<file path="config.mk">
export PLATFORM = sky130hd
export DESIGN_NAME = tag_filter_tokenizer
export DESIGN_NICKNAME = d
export VERILOG_FILES = /design/src/hdl/tft_pkg.sv /design/src/hdl/tft_lexer.sv /design/src/hdl/tft_rsp_fifo.sv /design/src/hdl/tag_filter_tokenizer.sv
export SDC_FILE = /design/constraint.sdc
export NUM_CORES = 1
export LEC_CHECK = 0
export BUFFER_PORTS_ARGS = -buffer_cell sky130_fd_sc_hd__buf_2
export CAP_MARGIN = 20
export CORE_AREA = 2 2 222 115
export CTS_BUF_LIST = sky130_fd_sc_hd__clkbuf_16
export DETAILED_ROUTE_END_ITERATION = 10
export DIE_AREA = 0 0 224 117
export MAX_ROUTING_LAYER = met4
export PLACE_DENSITY_LB_ADDON = 0.2
export SYNTH_ARGS = -nofsm -noshare
export SYNTH_HDL_FRONTEND = slang
export SYNTH_SLANG_ARGS = --single-unit
</file>
<file path="constraint.sdc">
create_clock -name clock -period 3.3 [get_ports clock]
set_clock_uncertainty 0.05 [all_clocks]
set_input_delay 0.99 -clock clock [delete_from_list [all_inputs] [get_ports clock]]
set_output_delay 0.99 -clock clock [all_outputs]
set_load 0.02 [all_outputs]
</file>
<file path="src/hdl/tft_pkg.sv">
package tft_pkg;

   // location counter width (saturating)
   localparam int LocBits = 16;

   localparam logic [3:0] StStart    = 4'd0;
   localparam logic [3:0] StName     = 4'd1;
   localparam logic [3:0] StTagBegin = 4'd2;
   localparam logic [3:0] StTag      = 4'd3;
   localparam logic [3:0] StClass    = 4'd4;
   localparam logic [3:0] StOr       = 4'd5;
   localparam logic [3:0] StAnd      = 4'd6;
   localparam logic [3:0] StQuad     = 4'd7;
   localparam logic [3:0] StStar     = 4'd8;

   localparam logic [3:0] TkName   = 4'd0;
   localparam logic [3:0] TkTag    = 4'd1;
   localparam logic [3:0] TkClass  = 4'd2;
   localparam logic [3:0] TkNot    = 4'd3;
   localparam logic [3:0] TkAnd    = 4'd4;
   localparam logic [3:0] TkOr     = 4'd5;
   localparam logic [3:0] TkLeft   = 4'd6;
   localparam logic [3:0] TkRight  = 4'd7;
   localparam logic [3:0] TkQuad   = 4'd8;
   localparam logic [3:0] TkStar   = 4'd9;
   localparam logic [3:0] TkDouble = 4'd10;
   localparam logic [3:0] TkLBrack = 4'd11;
   localparam logic [3:0] TkRBrack = 4'd12;
   localparam logic [3:0] TkEnd    = 4'd13;
   localparam logic [3:0] TkNone   = 4'd15;

   localparam logic [1:0] KindValue    = 2'd0;
   localparam logic [1:0] KindToken    = 2'd1;
   localparam logic [1:0] KindBadChar  = 2'd2;
   localparam logic [1:0] KindEarlyEnd = 2'd3;

   localparam logic [7:0] ChHash   = 8'h23;
   localparam logic [7:0] ChLt     = 8'h3C;
   localparam logic [7:0] ChGt     = 8'h3E;
   localparam logic [7:0] ChBar    = 8'h7C;
   localparam logic [7:0] ChAmp    = 8'h26;
   localparam logic [7:0] ChColon  = 8'h3A;
   localparam logic [7:0] ChStar   = 8'h2A;
   localparam logic [7:0] ChLBrack = 8'h5B;
   localparam logic [7:0] ChRBrack = 8'h5D;
   localparam logic [7:0] ChBang   = 8'h21;
   localparam logic [7:0] ChLParen = 8'h28;
   localparam logic [7:0] ChRParen = 8'h29;
   localparam logic [7:0] ChUnder  = 8'h5F;
   localparam logic [7:0] ChDash   = 8'h2D;
   localparam logic [7:0] ChDot    = 8'h2E;

   typedef struct packed {
      logic [7:0] ch;
      logic       end_of_text;
   } req_type;

   typedef struct packed {
      logic [1:0]  kind;
      logic [3:0]  token_type;
      logic [7:0]  value_char;
      logic [15:0] location;
      logic        last;
   } rsp_type;

   typedef struct packed {
      logic [1:0] count;
      rsp_type    first;
      rsp_type    second;
   } lex_out_type;

   typedef struct packed {
      logic restart;
      logic at_start;
      logic cnt_zero;
   } lex_stat_type;

   typedef struct packed {
      logic [2:0] level;
      logic       room;
   } fifo_stat_type;

endpackage

</file>
<file path="src/hdl/tft_lexer.sv">
module tft_lexer (
   input  logic                  clock,
   input  logic                  reset,
   input  logic                  adv,
   input  tft_pkg::req_type      item,
   output tft_pkg::lex_out_type  push,
   output tft_pkg::lex_stat_type stat
);

   typedef struct packed {
      logic       ok;
      logic [3:0] next;
      logic [3:0] prep;
   } follow_type;

   localparam logic [tft_pkg::LocBits-1:0] LocMax = {tft_pkg::LocBits{1'b1}};

   logic [3:0]                 st_ff, st_in, st_next;
   logic [tft_pkg::LocBits-1:0] cnt_ff, cnt_in, cnt_inc;
   logic                       restart;
   logic [15:0]                loc;
   logic [7:0]                 c;
   logic                       eot;
   logic [3:0]                 tok;
   follow_type                 fw;
   tft_pkg::rsp_type           r0, r1;
   logic [1:0]                 n;

   function automatic logic is_space(input logic [7:0] x);
      return (x == 8'h20) || (x >= 8'h09 && x <= 8'h0D);
   endfunction

   function automatic logic is_alpha(input logic [7:0] x);
      return (x >= 8'h41 && x <= 8'h5A) || (x >= 8'h61 && x <= 8'h7A);
   endfunction

   function automatic logic is_alnum(input logic [7:0] x);
      return is_alpha(x) || (x >= 8'h30 && x <= 8'h39);
   endfunction

   function automatic logic [3:0] single_tok(input logic [7:0] x);
      logic [3:0] t;
      case (x)
         tft_pkg::ChBang:   t = tft_pkg::TkNot;
         tft_pkg::ChLParen: t = tft_pkg::TkLeft;
         tft_pkg::ChRParen: t = tft_pkg::TkRight;
         tft_pkg::ChLBrack: t = tft_pkg::TkLBrack;
         tft_pkg::ChRBrack: t = tft_pkg::TkRBrack;
         default:           t = tft_pkg::TkNone;
      endcase
      return t;
   endfunction

   // character that closes a name, tag or star
   function automatic follow_type follow(input logic [7:0] x);
      follow_type f;
      f.ok   = 1'b1;
      f.next = tft_pkg::StStart;
      f.prep = tft_pkg::TkNone;
      if (!is_space(x)) begin
         case (x)
            tft_pkg::ChHash:  f.next = tft_pkg::StTagBegin;
            tft_pkg::ChLt:    f.next = tft_pkg::StClass;
            tft_pkg::ChBar:   f.next = tft_pkg::StOr;
            tft_pkg::ChAmp:   f.next = tft_pkg::StAnd;
            tft_pkg::ChColon: f.next = tft_pkg::StQuad;
            tft_pkg::ChStar:  f.next = tft_pkg::StStar;
            default: begin
               f.prep = single_tok(x);
               f.ok   = (f.prep != tft_pkg::TkNone);
            end
         endcase
      end
      return f;
   endfunction

   function automatic tft_pkg::rsp_type mk(input logic [1:0] k, input logic [3:0] t,
                                           input logic [7:0] v, input logic [15:0] l);
      tft_pkg::rsp_type r;
      r.kind       = k;
      r.token_type = t;
      r.value_char = v;
      r.location   = l;
      r.last       = 1'b0;
      return r;
   endfunction

   always_comb begin
      cnt_inc = (cnt_ff == LocMax) ? cnt_ff : cnt_ff + 1'b1;
      loc     = 16'(cnt_inc);
      c       = item.ch;
      eot     = item.end_of_text;
      fw      = follow(c);
      r0      = '0;
      r1      = '0;
      n       = 2'd0;
      st_next = st_ff;
      restart = 1'b0;
      tok     = (st_ff == tft_pkg::StName) ? tft_pkg::TkName :
                (st_ff == tft_pkg::StTag)  ? tft_pkg::TkTag  : tft_pkg::TkStar;
      case (st_ff)
         tft_pkg::StName, tft_pkg::StTag, tft_pkg::StStar: begin
            if (eot) begin
               r0 = mk(tft_pkg::KindToken, tok, 8'd0, loc);
               r1 = mk(tft_pkg::KindToken, tft_pkg::TkEnd, 8'd0, loc);
               n = 2'd2;
               restart = 1'b1;
            end else if (st_ff == tft_pkg::StName && (is_alnum(c) || c == tft_pkg::ChUnder)) begin
               r0 = mk(tft_pkg::KindValue, tft_pkg::TkName, c, loc);
               n = 2'd1;
            end else if (st_ff == tft_pkg::StTag && (is_alnum(c) || c == tft_pkg::ChUnder
                         || c == tft_pkg::ChDash || c == tft_pkg::ChDot)) begin
               r0 = mk(tft_pkg::KindValue, tft_pkg::TkTag, c, loc);
               n = 2'd1;
            end else if (st_ff == tft_pkg::StStar && c == tft_pkg::ChStar) begin
               r0 = mk(tft_pkg::KindToken, tft_pkg::TkDouble, 8'd0, loc);
               n = 2'd1;
               st_next = tft_pkg::StStart;
            end else if (st_ff == tft_pkg::StStar && (is_alpha(c) || c == tft_pkg::ChUnder)) begin
               r0 = mk(tft_pkg::KindToken, tft_pkg::TkStar, 8'd0, loc);
               r1 = mk(tft_pkg::KindValue, tft_pkg::TkName, c, loc);
               n = 2'd2;
               st_next = tft_pkg::StName;
            end else if (fw.ok) begin
               r0 = mk(tft_pkg::KindToken, tok, 8'd0, loc);
               r1 = mk(tft_pkg::KindToken, fw.prep, 8'd0, loc);
               n = (fw.prep != tft_pkg::TkNone) ? 2'd2 : 2'd1;
               st_next = fw.next;
            end else begin
               r0 = mk(tft_pkg::KindBadChar, 4'd0, c, loc);
               n = 2'd1;
               restart = 1'b1;
            end
         end
         tft_pkg::StTagBegin, tft_pkg::StClass, tft_pkg::StOr, tft_pkg::StAnd,
         tft_pkg::StQuad: begin
            n = 2'd1;
            if (eot) begin
               r0 = mk(tft_pkg::KindEarlyEnd, 4'd0, 8'd0, loc);
               restart = 1'b1;
            end else if (st_ff == tft_pkg::StTagBegin && is_alpha(c)) begin
               r0 = mk(tft_pkg::KindValue, tft_pkg::TkTag, c, loc);
               st_next = tft_pkg::StTag;
            end else if (st_ff == tft_pkg::StClass && is_alpha(c)) begin
               r0 = mk(tft_pkg::KindValue, tft_pkg::TkClass, c, loc);
            end else if (st_ff == tft_pkg::StClass && c == tft_pkg::ChGt) begin
               r0 = mk(tft_pkg::KindToken, tft_pkg::TkClass, 8'd0, loc);
               st_next = tft_pkg::StStart;
            end else if (st_ff == tft_pkg::StOr && c == tft_pkg::ChBar) begin
               r0 = mk(tft_pkg::KindToken, tft_pkg::TkOr, 8'd0, loc);
               st_next = tft_pkg::StStart;
            end else if (st_ff == tft_pkg::StAnd && c == tft_pkg::ChAmp) begin
               r0 = mk(tft_pkg::KindToken, tft_pkg::TkAnd, 8'd0, loc);
               st_next = tft_pkg::StStart;
            end else if (st_ff == tft_pkg::StQuad && c == tft_pkg::ChColon) begin
               r0 = mk(tft_pkg::KindToken, tft_pkg::TkQuad, 8'd0, loc);
               st_next = tft_pkg::StStart;
            end else begin
               r0 = mk(tft_pkg::KindBadChar, 4'd0, c, loc);
               restart = 1'b1;
            end
         end
         default: begin
            // start state; unused codes behave the same
            st_next = tft_pkg::StStart;
            if (eot) begin
               r0 = mk(tft_pkg::KindToken, tft_pkg::TkEnd, 8'd0, loc);
               n = 2'd1;
               restart = 1'b1;
            end else if (is_space(c)) begin
               st_next = tft_pkg::StStart;
            end else if (is_alpha(c) || c == tft_pkg::ChUnder) begin
               r0 = mk(tft_pkg::KindValue, tft_pkg::TkName, c, loc);
               n = 2'd1;
               st_next = tft_pkg::StName;
            end else if (c == tft_pkg::ChHash) begin
               // no leading-alpha check straight from start
               st_next = tft_pkg::StTag;
            end else if (c == tft_pkg::ChLt) begin
               st_next = tft_pkg::StClass;
            end else if (c == tft_pkg::ChBar) begin
               st_next = tft_pkg::StOr;
            end else if (c == tft_pkg::ChAmp) begin
               st_next = tft_pkg::StAnd;
            end else if (c == tft_pkg::ChColon) begin
               st_next = tft_pkg::StQuad;
            end else if (c == tft_pkg::ChStar) begin
               st_next = tft_pkg::StStar;
            end else if (single_tok(c) != tft_pkg::TkNone) begin
               r0 = mk(tft_pkg::KindToken, single_tok(c), 8'd0, loc);
               n = 2'd1;
            end else begin
               r0 = mk(tft_pkg::KindBadChar, 4'd0, c, loc);
               n = 2'd1;
               restart = 1'b1;
            end
         end
      endcase
      r0.last = (n == 2'd1);
      r1.last = (n == 2'd2);

      st_in  = st_ff;
      cnt_in = cnt_ff;
      if (adv) begin
         st_in  = restart ? tft_pkg::StStart : st_next;
         cnt_in = restart ? '0 : cnt_inc;
      end
   end

   always_ff @(posedge clock) begin
      if (reset) begin
         st_ff  <= tft_pkg::StStart;
         cnt_ff <= '0;
      end else begin
         st_ff  <= st_in;
         cnt_ff <= cnt_in;
      end
   end

   assign push.count    = n;
   assign push.first    = r0;
   assign push.second   = r1;
   assign stat.restart  = restart;
   assign stat.at_start = (st_ff == tft_pkg::StStart);
   assign stat.cnt_zero = (cnt_ff == '0);

endmodule

</file>
<file path="src/hdl/tft_rsp_fifo.sv">
module tft_rsp_fifo (
   input  logic                   clock,
   input  logic                   reset,
   input  logic                   push_en,
   input  tft_pkg::lex_out_type   push,
   input  logic                   pop_stall,
   output logic                   out_valid,
   output tft_pkg::rsp_type       out_data,
   output tft_pkg::fifo_stat_type stat
);

   tft_pkg::rsp_type mem [4];
   logic [1:0] wr_ptr_ff, wr_ptr_in, rd_ptr_ff, rd_ptr_in;
   logic [2:0] level_ff, level_in;
   logic [1:0] n;
   logic       pop;

   always_comb begin
      n         = push_en ? push.count : 2'd0;
      pop       = out_valid && !pop_stall;
      wr_ptr_in = wr_ptr_ff + n;
      rd_ptr_in = rd_ptr_ff + {1'b0, pop};
      level_in  = level_ff + {1'b0, n} - {2'b00, pop};
   end

   always_ff @(posedge clock) begin
      if (reset) begin
         wr_ptr_ff <= '0;
         rd_ptr_ff <= '0;
         level_ff  <= '0;
      end else begin
         wr_ptr_ff <= wr_ptr_in;
         rd_ptr_ff <= rd_ptr_in;
         level_ff  <= level_in;
      end
   end

   always_ff @(posedge clock) begin
      if (n != 2'd0) begin
         mem[wr_ptr_ff] <= push.first;
      end
      if (n == 2'd2) begin
         mem[wr_ptr_ff + 2'd1] <= push.second;
      end
   end

   assign out_valid  = (level_ff != 3'd0);
   assign out_data   = mem[rd_ptr_ff];
   assign stat.level = level_ff;
   assign stat.room  = (level_ff <= 3'd2);

endmodule

</file>
<file path="src/hdl/tag_filter_tokenizer.sv">
// A taken req beat goes through the input register and the result queue to rsp.
// Throughput: one character per cycle; the four-entry result queue absorbs the
// second result of a two-result character and stalls req when fewer than two slots are free.
// Reset (synchronous, active high): lexer back to start, location count zero,
// input register and result queue emptied.
module tag_filter_tokenizer (
   input  logic             clock,
   input  logic             reset,
   input  logic             req_valid,
   output logic             req_stall,
   input  tft_pkg::req_type req_payload,
   output logic             rsp_valid,
   input  logic             rsp_stall,
   output tft_pkg::rsp_type rsp_payload
);

   logic                   in_vld_ff, in_vld_in;
   tft_pkg::req_type       in_data_ff;
   logic                   adv;
   logic                   req_take;
   tft_pkg::lex_out_type   push;
   tft_pkg::lex_stat_type  lex_stat;
   tft_pkg::fifo_stat_type fifo_stat;

   assign adv       = in_vld_ff && fifo_stat.room;
   assign req_stall = in_vld_ff && !adv;
   assign req_take  = req_valid && !req_stall;
   assign in_vld_in = req_take || (in_vld_ff && !adv);

   always_ff @(posedge clock) begin
      if (reset) begin
         in_vld_ff <= 1'b0;
      end else begin
         in_vld_ff <= in_vld_in;
      end
   end

   always_ff @(posedge clock) begin
      if (req_take) begin
         in_data_ff <= req_payload;
      end
   end

   tft_lexer u_lexer (
      .clock (clock),
      .reset (reset),
      .adv   (adv),
      .item  (in_data_ff),
      .push  (push),
      .stat  (lex_stat)
   );

   tft_rsp_fifo u_fifo (
      .clock     (clock),
      .reset     (reset),
      .push_en   (adv),
      .push      (push),
      .pop_stall (rsp_stall),
      .out_valid (rsp_valid),
      .out_data  (rsp_payload),
      .stat      (fifo_stat)
   );

   a_level_bound: assert property (@(posedge clock) disable iff (reset)
      fifo_stat.level <= 3'd4)
      else $error("result queue overflow");

   a_restart_clears: assert property (@(posedge clock) disable iff (reset)
      adv && lex_stat.restart |=> lex_stat.at_start && lex_stat.cnt_zero)
      else $error("lexer not back at start after end or error");

   a_push_shows: assert property (@(posedge clock) disable iff (reset)
      adv && push.count != 2'd0 |=> rsp_valid)
      else $error("pushed result not presented");

   a_no_overwrite: assert property (@(posedge clock) disable iff (reset)
      req_take |-> !in_vld_ff || adv)
      else $error("input register overwritten while held");

endmodule

</file>
* Word level (Yosys, flattened, before mapping)
Memory sizes are Yosys's and may differ from the RTL's. A register that Yosys moved wholly into a read port is not among the register bits.
Cells that the tools add are included.
** Word-level totals
- Memories :: 1
- Register bits :: 37
- Memory bits (read-only) :: 0
- Latch bits :: 0
- Logic and storage cells :: 221
- Memory bits (writable) :: 124
** Operators by class
- Add/sub/neg operators :: 6
- Reduce and logical (&&, ||, !) cells :: 36
- Muxes and demuxes :: 123
- Divide/modulo/power cells :: 0
- Shift-type cells :: 0
- $lt $le $gt $ge :: 9
- Bitwise operators :: 0
- Equal/unequal tests :: 38
- Multiply operators :: 0
** Memory list
- u_fifo.mem :: depth 4, bits a word 31, read ports 1, clocked after Yosys merged registers in 1, wr ports 2, RTL line tft_rsp_fifo.sv:12 : tft_pkg::rsp_type mem [4];
** Operators with widths (count)
- $mux W31 :: 29
- $mux W4 :: 38
- $eq A8 B6 Y1 const B :: 12
- $pmux W31 S2 :: 1
- $mux W2 :: 17
- $eq A8 B7 Y1 const B :: 4
- $mux W16 :: 2
- $mux W30 :: 1
- $mux W1 :: 29
- $pmux W4 S6 :: 1
- $pmux W4 S5 :: 1
- $logic_and A1 B1 Y1 :: 18
- $add A16 B1 Y16 const B :: 1
- $eq A16 B16 Y1 const B :: 1
- $eq A4 B3 Y1 const B :: 4
- $ge A8 B7 Y1 const B :: 2
- $le A8 B7 Y1 const B :: 2
- $ne A3 B2 Y1 const B :: 4
- $ne A4 B4 Y1 const B :: 3
- $mux W9 :: 1
- $eq A4 B2 Y1 const B :: 2
- $ge A8 B4 Y1 const B :: 1
- $ge A8 B6 Y1 const B :: 1
- $le A8 B4 Y1 const B :: 1
- 26 further kinds :: 36

* Logic depth before layout (Yosys ltp)
Gate-level depths: netlist (run 1).
- Word-level depth :: 26
- Gate-level depth with buffers :: 15
- Depth with buffers taken out :: 12

* Cells and area by module
From an unflattened synthesis (run 1), not the netlist that was laid out.
** Unflattened totals
- Cells, all modules :: 750
- Area, all modules :: 9426.5 um2
** Modules (own cells, without submodules)
- tft_rsp_fifo :: instances 1, cells an instance 356, seq. area each 3863.7 um2, area each 6526.3 um2
- tft_lexer :: instances 1, cells an instance 380, seq. area each 400.4 um2, area each 2573.7 um2
- tag_filter_tokenizer :: instances 1, cells an instance 14, seq. area each 290.3 um2, area each 326.6 um2

* Worst setup path before layout (run 1)
Ideal clock, no wire load.
- Path kind :: register to register
- Start :: register in_data_ff[5] (netlist name)
- End :: register u_fifo.level_ff[2]
- Data required time :: 3122 ps
- Stages on the path, launching flop included :: 16
- Buffers on the path :: 3
- Period minus slack after synthesis :: 3415 ps
- Arrival :: 3238 ps
- Slack :: -115 ps
- Cells stage by stage :: edfxtp_1 -> or4b_1 -> buf_2 -> o22ai_2 -> nand3_1 -> and3_1 -> buf_4 -> a31oi_4 -> buf_2 -> nand2_1 -> ha_1 -> inv_1 -> fa_1 -> xor2_1 -> xnor2_1 -> nor2_1
** Between the ends
- Word-level cells in the longest chain between the ends :: 18
** RTL lines
- from (decl) :: RTL line tag_filter_tokenizer.sv:18 : tft_pkg::req_type in_data_ff;
- from (signal assigned) :: RTL line tag_filter_tokenizer.sv:40 : in_data_ff <= req_payload;
- $eq A8 B7 Y1 or $eq A8 B6 Y1 (tied branches) :: RTL line tft_lexer.sv:43 : case (x)
- $pmux W4 S5 :: RTL line tft_lexer.sv:43
- $mux W4 :: RTL line tft_lexer.sv:61 : case (x)
- $mux W4 :: RTL line tft_lexer.sv:60 : if (!is_space(x)) begin
- $mux W4 :: RTL line tft_lexer.sv:61
- $mux W9 :: RTL line tft_lexer.sv:60
- $ne A4 B4 Y1 :: RTL line tft_lexer.sv:127 : n = (fw.prep != tft_pkg::TkNone) ? 2'd2 : 2'd1;
- $mux W2 :: RTL line tft_lexer.sv:127
- [2 not listed]
- $mux W2 :: RTL line tft_lexer.sv:115 : end else if (st_ff == tft_pkg::StStar && c == tft_pkg::ChStar) begin
- $mux W2 :: RTL line tft_lexer.sv:111 : end else if (st_ff == tft_pkg::StTag && (is_alnum(c) || c == tft_pkg::ChUnder
- $mux W2 :: RTL line tft_lexer.sv:108 : end else if (st_ff == tft_pkg::StName && (is_alnum(c) || c == tft_pkg::ChUnder)) begin
- $mux W2 :: RTL line tft_lexer.sv:103 : if (eot) begin
- $pmux W2 S2 * :: RTL line tft_lexer.sv:101 : case (st_ff)
- $mux W2 * :: RTL line tft_rsp_fifo.sv:19 : n = push_en ? push.count : 2'd0;
- $add A3 B2 Y3 * :: RTL line tft_rsp_fifo.sv:23 : level_in = level_ff + {1'b0, n} - {2'b00, pop};
- $sub A3 B1 Y3 * :: RTL line tft_rsp_fifo.sv:23
- to (signal assigned) :: RTL line tft_rsp_fifo.sv:34 : level_ff <= level_in;
- to (decl) :: RTL line tft_rsp_fifo.sv:14 : logic [2:0] level_ff, level_in;
Every way passes the cells marked *; elsewhere a longest branch is shown, timed or not. The select of a mux whose other input is x is not followed.
A chain may end at the register's enable or synchronous reset.

* Worst setup path after layout (run 1)
- Start :: register in_data_ff[5] (netlist name)
- End :: register u_lexer.st_ff[1]
** Between the ends
- Word-level cells in the longest chain between the ends :: 26
** RTL lines
- $eq A8 B7 Y1 or $eq A8 B6 Y1 (tied branches) :: RTL line tft_lexer.sv:43
- $pmux W4 S5 :: RTL line tft_lexer.sv:43
- $mux W4 :: RTL line tft_lexer.sv:187 : end else if (c == tft_pkg::ChStar) begin
- $mux W4 :: RTL line tft_lexer.sv:185 : end else if (c == tft_pkg::ChColon) begin
- $mux W4 :: RTL line tft_lexer.sv:183 : end else if (c == tft_pkg::ChAmp) begin
- $mux W4 :: RTL line tft_lexer.sv:181 : end else if (c == tft_pkg::ChBar) begin
- $mux W4 :: RTL line tft_lexer.sv:179 : end else if (c == tft_pkg::ChLt) begin
- $mux W4 :: RTL line tft_lexer.sv:176 : end else if (c == tft_pkg::ChHash) begin
- [10 not listed]
- $mux W1 :: RTL line tft_lexer.sv:179
- $mux W1 :: RTL line tft_lexer.sv:176
- $mux W1 :: RTL line tft_lexer.sv:172 : end else if (is_alpha(c) || c == tft_pkg::ChUnder) begin
- $mux W1 :: RTL line tft_lexer.sv:170 : end else if (is_space(c)) begin
- $mux W1 :: RTL line tft_lexer.sv:166 : if (eot) begin
- $pmux W1 S2 :: RTL line tft_lexer.sv:101
- $ne A7 B1 Y1 (no line) (tied with other cells)
- $reduce_and A8 Y1 (no line)
- to (signal assigned) :: RTL line tft_lexer.sv:212 : st_ff <= tft_pkg::StStart;
- to (signal assigned) :: RTL line tft_lexer.sv:215 : st_ff <= st_in;
- to (decl) :: RTL line tft_lexer.sv:18 : logic [3:0] st_ff, st_in, st_next;
Parallel ways exist; a longest one is shown, timed or not. The select of a mux whose other input is x is not followed.

==> flow_summary.json, run 1 <==
{
  "crit_path_frequent_cell": "buf_4",
  "r2r_setup_slack_ps": 120,
  "critPathArrivalTime_ps": 3440,
  "synth_nets": 751,
  "slowest_delay_ps": 580,
  "status": "finished, final reports clean",
  "die_w_microns": 224,
  "hold_path.class": "flip-flop to flip-flop",
  "finalCriticalPeriod_ps": 3180,
  "endpoint": "u_lexer.st_ff[1]",
  "yosysTopAreaCellShare_pct": 46.4,
  "synth.area.top_cells": "edfxtp_1, mux4_2, dfxtp_1",
  "holdWs_ps": 447,
  "setup_slack_ps": 124,
  "antenna_found_initial": 0,
  "final_cells": 1203,
  "dp.cells": 1162,
  "critPathSlowestCell": "or4b_4",
  "die_area_sq_mm": 0.0262,
  "clock_insertion_delay_worst_skew_ps": 430,
  "drt_iter0_drc": 772,
  "r2r_cells": 11,
  "portBuffers": 45,
  "rows": 41,
  "yosysSeqAreaShare_pct": 54.1,
  "powerDensity_mw_per_mm2": 564,
  "die_height_microns": 117,
  "synth_cells": 731,
  "synth_xor_area_share_pct": 1.36,
  "drv_slew": 0,
  "cts_buffers": 17,
  "fin_util_pct": 42.4,
  "post-route-period-util_pct": 96.2,
  "worstSetupStartpointType": "flip-flop",
  "critPathTopFamily": "compound AO/OA/AOI/OAI gates",
  "layout-drive-gt1-share_pct": 28.4,
  "crit_required_ps": 3570,
  "syn_avg_cell_area_sq_um": 11.4,
  "critical_path_class": "flip-flop to flip-flop",
  "cts_sinks": 161,
  "fillers": 2286,
  "setup_viol": 0,
  "layout.area.seq_sq_mm": 0.00452,
  "grt_pass1_vias": 6311,
  "gp_congestion": 0.954,
  "grt.total_usage_pct": 21.1,
  "drc": 0,
  "max_freq_mhz": 315,
  "worstReg2RegEnd": "u_lexer.st_ff[1]",
  "leakage_nw": 3.62,
  "syn2layout_area_growth_pct": 24.4,
  "synth_fa_ha_area_share_pct": 1.14,
  "path_max_fanout": 10,
  "worstSetupEndpointType": "flip-flop",
  "muxShareOfSynthArea_pct": 8.84,
  "ys_top_cells_by_count": "edfxtp_1, nor2_1, nand2_1, dfxtp_1, mux4_2",
  "antenna_cells": 0,
  "preCtsSetupSlack_ps": -178,
  "initial_core_util_pct": 34.1,
  "async_reset_ff_share_pct": 0,
  "ys.flop_type": "edfxtp_1",
  "peakVddDrop_uv": 301,
  "finalHoldViolations": 0,
  "synth.distinct_cells": 79,
  "num_vias": 6683,
  "grt_max_degree": 32,
  "timing.slew.headroom_pct": 34.2,
  "drt_wl_total_microns": 25900,
  "ant_nets": 0,
  "ioPinCount": 46,
  "cp.depth": 11,
  "clock_path_buffers": 2,
  "synth_top_family_by_area": "simple AND/OR/NAND/NOR gates",
  "crit_buf_inv": 4,
  "cts_max_level": 4,
  "yosys_warnings": 0,
  "cp_cell_sequence": "or4b_4 > buf_4 > nor4_4 > buf_4 > a41o_1 > a2111oi_1 > buf_4 > a311oi_4 > buf_6 > o21ai_1 > o311ai_1",
  "routedWlPerCell_microns": 21.5,
  "synth_compound_area_share_pct": 12.8,
  "cts_tree": "built",
  "core_area_sq_mm": 0.0245,
  "synth.most_common_cell": "edfxtp_1",
  "dp_hpwl_microns": 19000,
  "viasPerCell": 5.56,
  "synth.cell_area_sq_mm": 0.00835,
  "r2r_start": "in_data_ff[5]",
  "overflow": 0,
  "drt_pre_antenna_iters": 5,
  "synth_edf_count": 129,
  "nets": 888,
  "synth_seq_cells": 161,
  "startpoint": "in_data_ff[5]",
  "cap_viol_max_count": 0,
  "multi_input_area_sq_mm": 0.00367,
  "grt_pass1_wl_microns": 38900,
  "clk_pin_slew_worst_paths_ps": 60,
  "synth_area_leader_cell": "edfxtp_1",
  "cts_root_buf": "clkbuf_16",
  "tightest_slew_ps": 960,
  "synthSimpleGateAreaFrac_pct": 18.8
}
## registers in the layout (all words and copies together) (netlist names)
signal            cells
u_lexer.cnt_ff       16
u_fifo.level_ff       3
u_lexer.st_ff         4
in_vld_ff             1
u_fifo.mem          124
u_fifo.wr_ptr_ff      2
u_fifo.rd_ptr_ff      2
in_data_ff            9
## area by class of cell
type                    count  area share, %
flip-flops and latches    161           43.5
multi-input cells         510           35.3
repair buffers            160           11.2
clock buffers              17           4.10
well taps                 322           3.88
clock inverters            15           1.35
inverters                  18          0.687
## metal layers
| metal | vias to the layer above | wire (microns) | part of all wire [%] | track usage [%] |
|---|---|---|---|---|
| met2 | 281 | 9800 | 38 | 26.0 |
| met4 | 0 | 212 | 0.82 | 4.53 |
| li1 | 3058 | - | - | - |
| met1 | 3320 | 13300 | 51 | 31.8 |
| met5 | - | 0 | 0 | - |
| met3 | 24 | 2610 | 10 | 7.69 |
## worst min-delay path by stage
stage,start,end,slack [ps],cells after the start
detailed placement,u_lexer.cnt_ff[9],u_lexer.cnt_ff[9],440,2
finish,u_lexer.cnt_ff[9],u_lexer.cnt_ff[9],450,2
floorplan,u_lexer.cnt_ff[9],u_lexer.cnt_ff[9],410,2
CTS,u_lexer.cnt_ff[9],u_lexer.cnt_ff[9],450,2
global placement,u_lexer.cnt_ff[9],u_lexer.cnt_ff[9],420,2
global route,u_lexer.cnt_ff[9],u_lexer.cnt_ff[9],460,2
## worst register-to-register path, delay by kind of cell, from the launching register on
| kind | cells | cell delay [ps] |
|---|---|---|
| buf+inv | 4 | 710 |
| compound gates | 5 | 1120 |
| flops | 1 | 440 |
| simple gates | 2 | 750 |
## stage by stage
step | instance area [sq um] | TNS, ps | power, mW
global route | 10400 | -33.9 | 6.10
finish | 10400 | 0 | 5.85
CTS | 10300 | 0 | 5.90
detailed placement | 9660 | -754 | 3.97
floorplan | 8360 | -37.6 | 3.41
global placement | 9660 | -1740 | 3.96
## power by group
group          switching, mW  internal, mW  total, mW
sequential            0.0818          2.33       2.41
clock                  0.803          1.11       1.91
combinational          0.884         0.650       1.53
total                   1.77          4.09       5.85
## cells by family (layout without fill, tap and decap cells)
family,after synthesis,in the layout
xor+xnor,13,13
mux,35,35
fa+ha+maj,7,7
simple gates,304,304
buf+inv,60,210
flops,161,161
compound gates,151,151
## placed cells by master, fill, tap and decap left out, types with 4 or more instances in the layout
cell type / n
edfxtp_1: 129
buf_4: 108
nor2_1: 105
buf_2: 45
nand2_1: 38
mux4_2: 31
dfxtp_1: 31
and2_1: 30
o21ai_0: 25
nor3_1: 23
a21oi_1: 23
nand3_1: 20
inv_1: 19
o22ai_1: 17
clkbuf_16: 17
nor2b_1: 16
and3_1: 11
o21ai_1: 10
xnor2_1: 10
nor4_1: 8
nand3b_1: 7
nand4_1: 7
a22oi_1: 7
or3_1: 6
o21a_1: 6
o211ai_1: 6
ha_1: 6
nand2b_1: 5
a21o_1: 5
a21oi_2: 5
nor3b_1: 5
buf_12: 5
o2bb2ai_1: 4
a22o_1: 4
mux2i_1: 4
clkinv_1: 4
## timing repair
item,CTS,global route
cloned,0,0
buffers inserted,4,5
gates resized for setup,2,16
hold buffers,0,0
endpoints found under the setup margin,13,31
pin swaps,0,3
No activity file was read; power rests on OpenSTA's default activity.
==> inputs of run 2 (changes only) <==
--- a/config.mk
+++ b/config.mk
@@ -7,10 +7,10 @@
 export LEC_CHECK = 0
 export BUFFER_PORTS_ARGS = -buffer_cell sky130_fd_sc_hd__buf_2
 export CAP_MARGIN = 20
-export CORE_AREA = 2 2 222 115
+export CORE_AREA = 2 2 178 93
 export CTS_BUF_LIST = sky130_fd_sc_hd__clkbuf_16
 export DETAILED_ROUTE_END_ITERATION = 10
-export DIE_AREA = 0 0 224 117
+export DIE_AREA = 0 0 180 95
 export MAX_ROUTING_LAYER = met4
 export PLACE_DENSITY_LB_ADDON = 0.2
 export SYNTH_ARGS = -nofsm -noshare
==> flow_summary.json, run 2 (synthesized netlist as in run 1, its figures left out) <==
{
  "status": "finished, final reports clean",
  "critPathSlowestCell": "or4b_1",
  "critical_path_class": "flip-flop to flip-flop",
  "path_max_fanout": 7,
  "rows": 33,
  "layout.area.seq_sq_mm": 0.00452,
  "viasPerCell": 6.20,
  "holdWs_ps": 447,
  "grt_pass1_wl_microns": 35600,
  "cp_cell_sequence": "buf_4 > or4b_1 > o21a_1 > o32a_1 > a21oi_1 > nor3_1 > ha_1 > fa_1 > xor2_1 > xnor2_1 > nor2_1",
  "clk_pin_slew_worst_paths_ps": 70,
  "cts_buffers": 17,
  "cap_viol_max_count": 0,
  "die_area_sq_mm": 0.0171,
  "grt_pass1_vias": 6007,
  "drv_slew": 0,
  "topRoutingLayerUsed": "met4",
  "final_cell_mix": "edfxtp_1, nor2_1, buf_4",
  "final_common_cell": "edfxtp_1",
  "regMostFlops": "u_fifo.mem",
  "antenna_cells": 0,
  "place_area_sq_mm": 0.00934,
  "cts_tree": "built",
  "reg.largest.list": "u_fifo.mem x124, u_lexer.cnt_ff x16, in_data_ff x9",
  "r2r_cells": 11,
  "grt_max_degree": 33,
  "die_w_microns": 180,
  "gp_congestion": 0.973,
  "ant_nets": 0,
  "overflow": 0,
  "peakVddDrop_uv": 341,
  "die_height_microns": 95,
  "portBuffers": 45,
  "drc": 0,
  "antenna_found_initial": 0,
  "routedWlPerCell_microns": 21.9,
  "max_freq_mhz": 308,
  "core_area_sq_mm": 0.0157,
  "rsz0062_at_grt": "true",
  "largest_reg_flops": 124,
  "drt_iter0_drc": 915,
  "ioPinCount": 46,
  "critPathArrivalTime_ps": 3480,
  "powerDensity_mw_per_mm2": 580,
  "finalCriticalPeriod_ps": 3250,
  "clock_path_buffers": 2,
  "worstSetupStartpointType": "flip-flop",
  "crit_required_ps": 3530,
  "preCtsSetupSlack_ps": 11.6,
  "layout-drive-gt1-share_pct": 26.4,
  "finalInstanceArea_sq_mm": 0.0101,
  "drt_wl_total_microns": 23300,
  "drt_pre_antenna_iters": 5,
  "cts_root_buf": "clkbuf_16",
  "setup_viol": 0,
  "finalHoldViolations": 0,
  "post-route-period-util_pct": 98.5,
  "hold-path-cell-count": 2,
  "num_vias": 6588,
  "cts_max_level": 4,
  "fillers": 1196,
  "hold_path.class": "flip-flop to flip-flop",
  "wl_met3_microns": 2590,
  "m1WireLength_microns": 11300,
  "initial_core_util_pct": 53.1,
  "worstSetupEndpointType": "flip-flop",
  "cts_sinks": 161,
  "leakage_nw": 3.48,
  "timing.slew.headroom_pct": 27.5,
  "syn2layout_area_growth_pct": 20.4,
  "dr_wl_met2_microns": 9190,
  "grt.total_usage_pct": 28.9,
  "nets": 859,
  "clock_insertion_delay_worst_skew_ps": 410,
  "dp_hpwl_microns": 16700,
  "multi_input_area_sq_mm": 0.00365,
  "setup_slack_ps": 48.4,
  "slowest_delay_ps": 510,
  "tightest_slew_ps": 1070
}
[run 2: cell count changes in the layout (fill, tap and decap cells not counted), moves of 2 or more]
cell | before | now
clkinv_4 | 0 | 2
clkinv_1 | 4 | 0
o21ai_1 | 10 | 12
buf_4 | 108 | 78
clkinv_8 | 0 | 3
[run 2: area by class of cell]
cell class | instances | area share (%)
multi-input cells | 510 | 36.3
repair buffers | 131 | 9.48
well taps | 210 | 2.61
clock inverters | 15 | 1.72
clock buffers | 17 | 4.23
flip-flops and latches | 161 | 44.9
inverters | 18 | 0.709
[run 2: final timing paths]
kind                     start                  to  slack, ps
max              in_data_ff[4]  u_fifo.level_ff[2]         50
max reg2reg      in_data_ff[4]  u_fifo.level_ff[2]         50
min          u_lexer.cnt_ff[5]   u_lexer.cnt_ff[5]        450
min reg2reg  u_lexer.cnt_ff[5]   u_lexer.cnt_ff[5]        450
[run 2: routing by layer]
layer | vias to the layer above | track usage, %
met2 | 364 | 37.5
met5 | - | -
met1 | 3202 | 45.2
li1 | 2996 | -
met4 | 0 | 5.42
met3 | 26 | 6.94
[run 2: timing repair]
action	CTS	global route
pin swaps	0	1
hold buffers	0	0
setup buffers	3	3
setup endpoints to repair	4	62
resized for setup	1	14
[run 2: critical path: cells and delay by family (launching register included)]
| kind | cells | cell delay (ps) |
|---|---|---|
| xor+xnor | 2 | 350 |
| fa+ha+maj | 2 | 610 |
| flops | 1 | 460 |
| buf+inv | 1 | 200 |
| compound gates | 3 | 730 |
| simple gates | 3 | 700 |
[run 2: stage by stage]
step | util [%] | std cells | total power [mW] | TNS [ps]
5_1_grt | 63.9 | 1062 | 6.06 | -133
3_5_place_dp | 59.3 | 1024 | 3.90 | 0
6_report | 63.9 | 1062 | 5.83 | 0
3_3_place_gp | 59.3 | 1024 | 3.87 | 0
4_1_cts | 63.4 | 1059 | 5.84 | 0
2_1_floorplan | - | 731 | 3.41 | -37.6
[run 2: report_power, final]
group          leakage [nW]  switching, mW  internal (mW)
combinational          1.70          0.854          0.624
sequential             1.49         0.0676           2.33
clock                 0.288          0.878           1.08
